<file path="config.mk">
export PLATFORM = sky130hd
export DESIGN_NAME = poi_merge
export DESIGN_NICKNAME = d
export VERILOG_FILES = /design/src/sv/polyphase_oversampling_interpolator_defines.svh /design/src/sv/poi_pkg.sv /design/src/sv/poi_merge.sv
export SDC_FILE = /design/constraint.sdc
export NUM_CORES = 1
export LEC_CHECK = 0
export ABC_AREA = 1
export BUFFER_PORTS_ARGS = -buffer_cell sky130_fd_sc_hd__buf_2
export CAP_MARGIN = 40
export CORE_MARGIN = 2
export CORE_UTILIZATION = 50
export DETAILED_ROUTE_END_ITERATION = 16
export GPL_TIMING_DRIVEN = 0
export HOLD_SLACK_MARGIN = 0.08
export MAX_ROUTING_LAYER = met4
export PLACE_DENSITY_LB_ADDON = 0.25
export SYNTH_ARGS = -nofsm -noshare
export SYNTH_HDL_FRONTEND = slang
export SYNTH_SLANG_ARGS = --single-unit
</file>
<file path="constraint.sdc">
create_clock -name clk -period 1.8 [get_ports clk]
set_input_delay 0.36 -clock clk [delete_from_list [all_inputs] [get_ports clk]]
set_output_delay 0.36 -clock clk [all_outputs]
set_load 0.05 [all_outputs]
</file>
<file path="src/sv/polyphase_oversampling_interpolator_defines.svh">
// ----------------------------------------------------------------------------
// polyphase oversampling interpolator assertion macros
// concurrent checks clocked on clk, held off while rst_n is low
// ----------------------------------------------------------------------------
`ifndef POLYPHASE_OVERSAMPLING_INTERPOLATOR_DEFINES_SVH
`define POLYPHASE_OVERSAMPLING_INTERPOLATOR_DEFINES_SVH

`ifndef ASSERT_OFF
// same-cycle implication
`define POI_ASSERT_IMP(lbl, ante, cons, msg) \
  lbl: assert property (@(posedge clk) disable iff (!rst_n) (ante) |-> (cons)) \
    else $error(msg);
// next-cycle implication
`define POI_ASSERT_NXT(lbl, ante, cons, msg) \
  lbl: assert property (@(posedge clk) disable iff (!rst_n) (ante) |=> (cons)) \
    else $error(msg);
`else
`define POI_ASSERT_IMP(lbl, ante, cons, msg)
`define POI_ASSERT_NXT(lbl, ante, cons, msg)
`endif

`endif

</file>
<file path="src/sv/poi_pkg.sv">
// ----------------------------------------------------------------------------
// poi_pkg
// shared types and constants of the polyphase oversampling interpolator
// ----------------------------------------------------------------------------
package poi_pkg;

  // fixed field widths
  localparam int SAMPLE_BITS   = 24;
  localparam int COEF_W        = 18;
  localparam int COEF_FRAC     = 16;
  localparam int MAX_CHANNELS  = 2;
  localparam int CHAN_W        = 1;
  localparam int MAX_PHASES    = 16;
  localparam int PHASE_W       = 4;
  localparam int SHORT_TAPS    = 12;
  localparam int LONG_TAPS_DEF = 64;

  // configuration port
  localparam int CFG_IDX_W  = 2;
  localparam int CFG_DATA_W = 2;
  localparam logic [CFG_IDX_W-1:0] CFG_MODE   = 2'd0;
  localparam logic [CFG_IDX_W-1:0] CFG_ACTIVE = 2'd1;

  // mode codes
  localparam logic [1:0] MODE_SHORT4 = 2'd0;
  localparam logic [1:0] MODE_LONG8  = 2'd1;
  localparam logic [1:0] MODE_LONG16 = 2'd2;
  localparam logic [1:0] MODE_LONG4  = 2'd3;

  typedef logic signed [SAMPLE_BITS-1:0] sample_t;
  typedef logic signed [COEF_W-1:0]      coef_t;

  typedef struct packed {
    logic signed [SAMPLE_BITS-1:0] sample_left;
    logic signed [SAMPLE_BITS-1:0] sample_right;
  } in_item_t;

  typedef struct packed {
    logic [PHASE_W-1:0]            phase_index;
    logic [CHAN_W-1:0]             channel_index;
    logic signed [SAMPLE_BITS-1:0] value;
    logic                          last;
  } out_item_t;

  // per-tap control that travels down each lane
  typedef struct packed {
    logic vld;
    logic first;
    logic last;
  } lane_ctl_t;

  // hand-off of one finished phase to the output stage
  typedef struct packed {
    logic               load;
    logic [PHASE_W-1:0] phase;
    logic               last_frame;
  } merge_load_t;

endpackage

</file>
<file path="src/sv/poi_merge.sv">
// ----------------------------------------------------------------------------
// poi_merge
// output stage: takes the lane results of one phase and sends them out one
// item per channel
// ----------------------------------------------------------------------------
module poi_merge (
  input  logic                     clk,
  input  logic                     rst_n,
  input  poi_pkg::merge_load_t     load_i,
  input  poi_pkg::sample_t         value_i [poi_pkg::MAX_CHANNELS],
  output logic                     busy_o,
  output logic                     out_valid,
  input  logic                     out_ready,
  output poi_pkg::out_item_t       out_data
);
  import poi_pkg::*;

  logic               busy_r;
  logic [CHAN_W-1:0]  chan_r;
  logic [PHASE_W-1:0] phase_r;
  logic               last_frame_r;
  sample_t            val_r [MAX_CHANNELS];
  logic               chan_end;

  assign chan_end = chan_r == CHAN_W'(MAX_CHANNELS - 1);

  // control: busy from load until the last channel is taken
  always_ff @(posedge clk) begin
    if (!rst_n) begin
      busy_r <= 1'b0;
      chan_r <= '0;
    end else if (load_i.load) begin
      busy_r <= 1'b1;
      chan_r <= '0;
    end else if (busy_r && out_ready) begin
      if (chan_end) busy_r <= 1'b0;
      chan_r <= chan_end ? '0 : chan_r + CHAN_W'(1);
    end
  end

  // held results of the phase
  always_ff @(posedge clk) begin
    if (load_i.load) begin
      phase_r      <= load_i.phase;
      last_frame_r <= load_i.last_frame;
      val_r        <= value_i;
    end
  end

  assign busy_o    = busy_r;
  assign out_valid = busy_r;

  always_comb begin
    out_data.phase_index   = phase_r;
    out_data.channel_index = chan_r;
    out_data.value         = val_r[chan_r];
    out_data.last          = last_frame_r && chan_end;
  end

endmodule

</file>
==> key figures <==
GRT
  • Initial antenna violation count: 0
  • Global-route wire length before repair: 5.237 mm
  • Largest net degree at the start of global routing: 30
  • Number of global-route vias before repair: 1264
  • Total gr overflow: 0
  • Total track usage: 16.59%

Yosys
  • Syn_nets: 205
  • Synthesized flop and latch total: 55
  • Synth cell types: 11
  • Post-Synth XOR/XNOR Area: 0%
  • Post-synth ARST share: 0%
  • Top-area cell type share of the netlist area: 77.75%
  • Post-Synth Simple-Gate Area: 15.46%
  • Synth Area in Adders: 0%
  • Synth cell count leaders: nand2_1, edfxtp_1, nand2_2
  • Synth Flop Type: edfxtp_1
  • Mux contribution to synthesized area: 0%
  • Cells after synthesis: 148
  • EDFF count, synth: 53
  • Sequential share of the synthesized area: 79.71%
  • Synth Area in Compound Gates: 0.2445%
  • Synth top area cells: edfxtp_1, nand2_1, dfxtp_1, buf_6, nand2_2
  • Top-count cell post-synth: nand2_1
  • Mapped Avg Cell Area: 13.83 sq um
  • Synth Cell Area: 2047 sq um
  • Yosys warnings: 0
  • Yosys top cell by area: edfxtp_1
  • Largest family of logic cells by synthesized area: simple AND/OR/NAND/NOR gates

Clock tree
  • Clock root cell: clkbuf_8
  • H-tree levels: 2
  • CTS tree: built
  • CTS clock-pin slew for the worst setup and hold paths: 0.09 ns
  • Clk buf depth: 2
  • Clock sinks: 55
  • Worst-Skew Late Latency: 0.30 ns
  • # hold bufs at CTS: 0
  • Cts bufs inserted: 5
  • Setup Buffers After CTS: 0

Critical path
  • Crit path cell chain: buf_6 -> buf_4 -> nand2_1 -> nand2_1 -> clkbuf_4
  • Worst R2R End: chan_end
  • Critical Path RT: 1.44 ns
  • Worst R2R Start: chan_end
  • Slowest-stage cell, CP: dfxtp_1
  • Crit path DAT: 1.37 ns
  • Setup slack on the worst flop-to-flop path: 0.98 ns
  • CP Max Fanout: 10
  • Worst reg2reg path depth: 4
  • Family with the most delay on the worst path: buffers and inverters
  • CP most frequent cell: nand2_1
  • Worst path max stage delay: 0.36 ns
  • Critical Path Sink Type: output pin
  • Critical path class: reg2out
  • Buf/Inv on CP: 3
  • Element type at the critical path start: register

STA
  • Rel. slew slack: 57.06%
  • Final setup fails: 0
  • Clock Skew: 0.00009898 ns
  • Slew Limit Fails: 0
  • Worst-Margin Slew: 0.6441 ns
  • Final min period: 1.729 ns
  • Fin Hold WS: 0.2271 ns
  • Final Hold Vio Count: 0
  • Slack of the critical path: 0.07054 ns
  • Fmax: 0.5782 GHz
  • Period utilization: 96.08%

Pwr
  • Sequential power share: 55.3%
  • Clk network pwr share: 27.8%
  • Peak supply drop: 0.6573 mV
  • Pwr/cell area: 1025 nW/um^2
  • LEAKAGE: 0.001251 uW
  • Power share of the combinational group: 16.8%
  • Sw power: 726.9 uW
  • Sw Ratio: 26.14%
  • Pint: 2054 uW

Place
  • RD Place Congestion: 0.7612
  • Hpwl dp: 2.577 mm
  • Place WS: 0.3401 ns
  • # port buffers: 88

Finish
  • Layout cells sized above 1: 44.49%
  • N_diodes: 0
  • P&R area growth vs syn: 32.52%
  • Final nets: 301

Min path
  • Number of cells on the worst hold path: 1
  • Class of the worst hold path: in2reg
  • Worst Hold Launch: value_i[6]
  • Worst Hold Path EP: val_r[6]

Floorplanning
  • Die Wd: 67.99 um
  • DIE HEIGHT: 67.99 um
  • Total die area: 4622 sq um
  • Core Region: 3971 sq um
  • Initial core utilization: 51.54%
  • FP Rows: 23
  • Io pins: 89

Detailed routing
  • Final WL: 3.588 mm
  • Routed Antenna Nets: 0
  • Vias per cell: 4.512
  • Routed WL per cell: 12.16 um
  • 1st-iter DRT viols: 81
  • Via count: 1331
  • Detailed Routing Iterations Pass 1: 4
  • Drc violations: 0

Outcome
  • Status: finished, final reports clean

Job
  • Max Cap Violations: 0
-- repair_timing --
item | in CTS | in global routing
endpoints found under the setup margin | 0 | 11
hold endpoints to repair | 0 | 0
gates resized for setup | 0 | 16
-- placed cells by master (no fill, tap or decap), types with 2 or more instances in the layout --
cell type / count
buf_2: 77
buf_4: 8
buf_6: 3
clkbuf_4: 6
clkbuf_8: 5
dfxtp_1: 2
edfxtp_1: 53
inv_1: 3
nand2_1: 73
nand2_2: 5
nor2_1: 3
-- per-layer routing --
layer | GRT usage (%) | vias up | part of all wire [%] | routed length [um]
met2 | 29.00 | 54 | 52 | 1860
met3 | 5.263 | 7 | 8.1 | 290
met1 | 16.24 | 590 | 38 | 1370
li1 | - | 680 | - | -
met5 | - | - | 0 | 0
met4 | 9.000 | 0 | 1.8 | 65
-- how the worst max path moves through the flow --
| stage | end | cells past startpoint | startpoint | slack [ns] |
|---|---|---|---|---|
| global placement | val_r[26] | 1 | load_i[5] | 0.17 |
| detailed placement | val_r[2] | 2 | load_i[5] | 0.34 |
| finish | out_data[8] | 5 | chan_end | 0.07 |
| CTS | out_data[12] | 5 | chan_end | 0.01 |
| floorplan | out_data[10] | 4 | chan_end | 0.43 |
| global route | out_data[13] | 5 | chan_end | -0.02 |
-- state kept, by name, summed over array words and instances (netlist names) --
| name | cells |
|---|---|
| val_r | 48 |
| phase_r | 4 |
| chan_end | 1 |
| last_frame_r | 1 |
| busy_o | 1 |
-- metrics by stage --
| stage | instance area, sq um | TNS [ns] | utilization [%] | power [uW] | instances |
|---|---|---|---|---|---|
| 2_1_floorplan | 2047 | 0 | - | 1862 | 148 |
| 3_3_place_gp | 2550 | 0 | 64.21 | 2011 | 286 |
| 3_5_place_dp | 2577 | 0 | 64.90 | 2029 | 287 |
| 4_1_cts | 2685 | 0 | 67.61 | 2792 | 295 |
| 5_1_grt | 2713 | -0.01855 | 68.31 | 2878 | 295 |
| 6_report | 2713 | 0 | 68.31 | 2781 | 295 |
-- cell type report --
type | instances | area [sq um]
Clock inverter | 3 | 38.79
Buffer | 7 | 71.32
Fill cell | 320 | 1259
Multi-Input combinational cell | 82 | 321.6
Tap cell | 50 | 62.56
Sequential cell | 55 | 1632
Timing Repair Buffer | 89 | 495.5
Inverter | 4 | 22.52
Clock buffer | 5 | 68.82
-- logic make-up after synthesis --
family	count (synthesis)
DFF	55
AOI/OAI and AO/OA	1
buffers and inverters	11
and+or+nand+nor	81
-- worst register-to-register path, stage by stage (launching register included) --
cell,delay [ns]
dfxtp_1,0.36
buf_6,0.17
inv_8,0.06
nor2_1,0.10
nor2_1,0.05
-- power groups by stage --
stage / sequential, uW / combinational [uW] / clock, uW
5_1_grt: 1550 / 502 / 827
6_report: 1540 / 468 / 774
3_5_place_dp: 1570 / 460 / 0
3_3_place_gp: 1560 / 447 / 0
2_1_floorplan: 1590 / 268 / 0
4_1_cts: 1540 / 461 / 791
(Power assumes the default switching activity.)
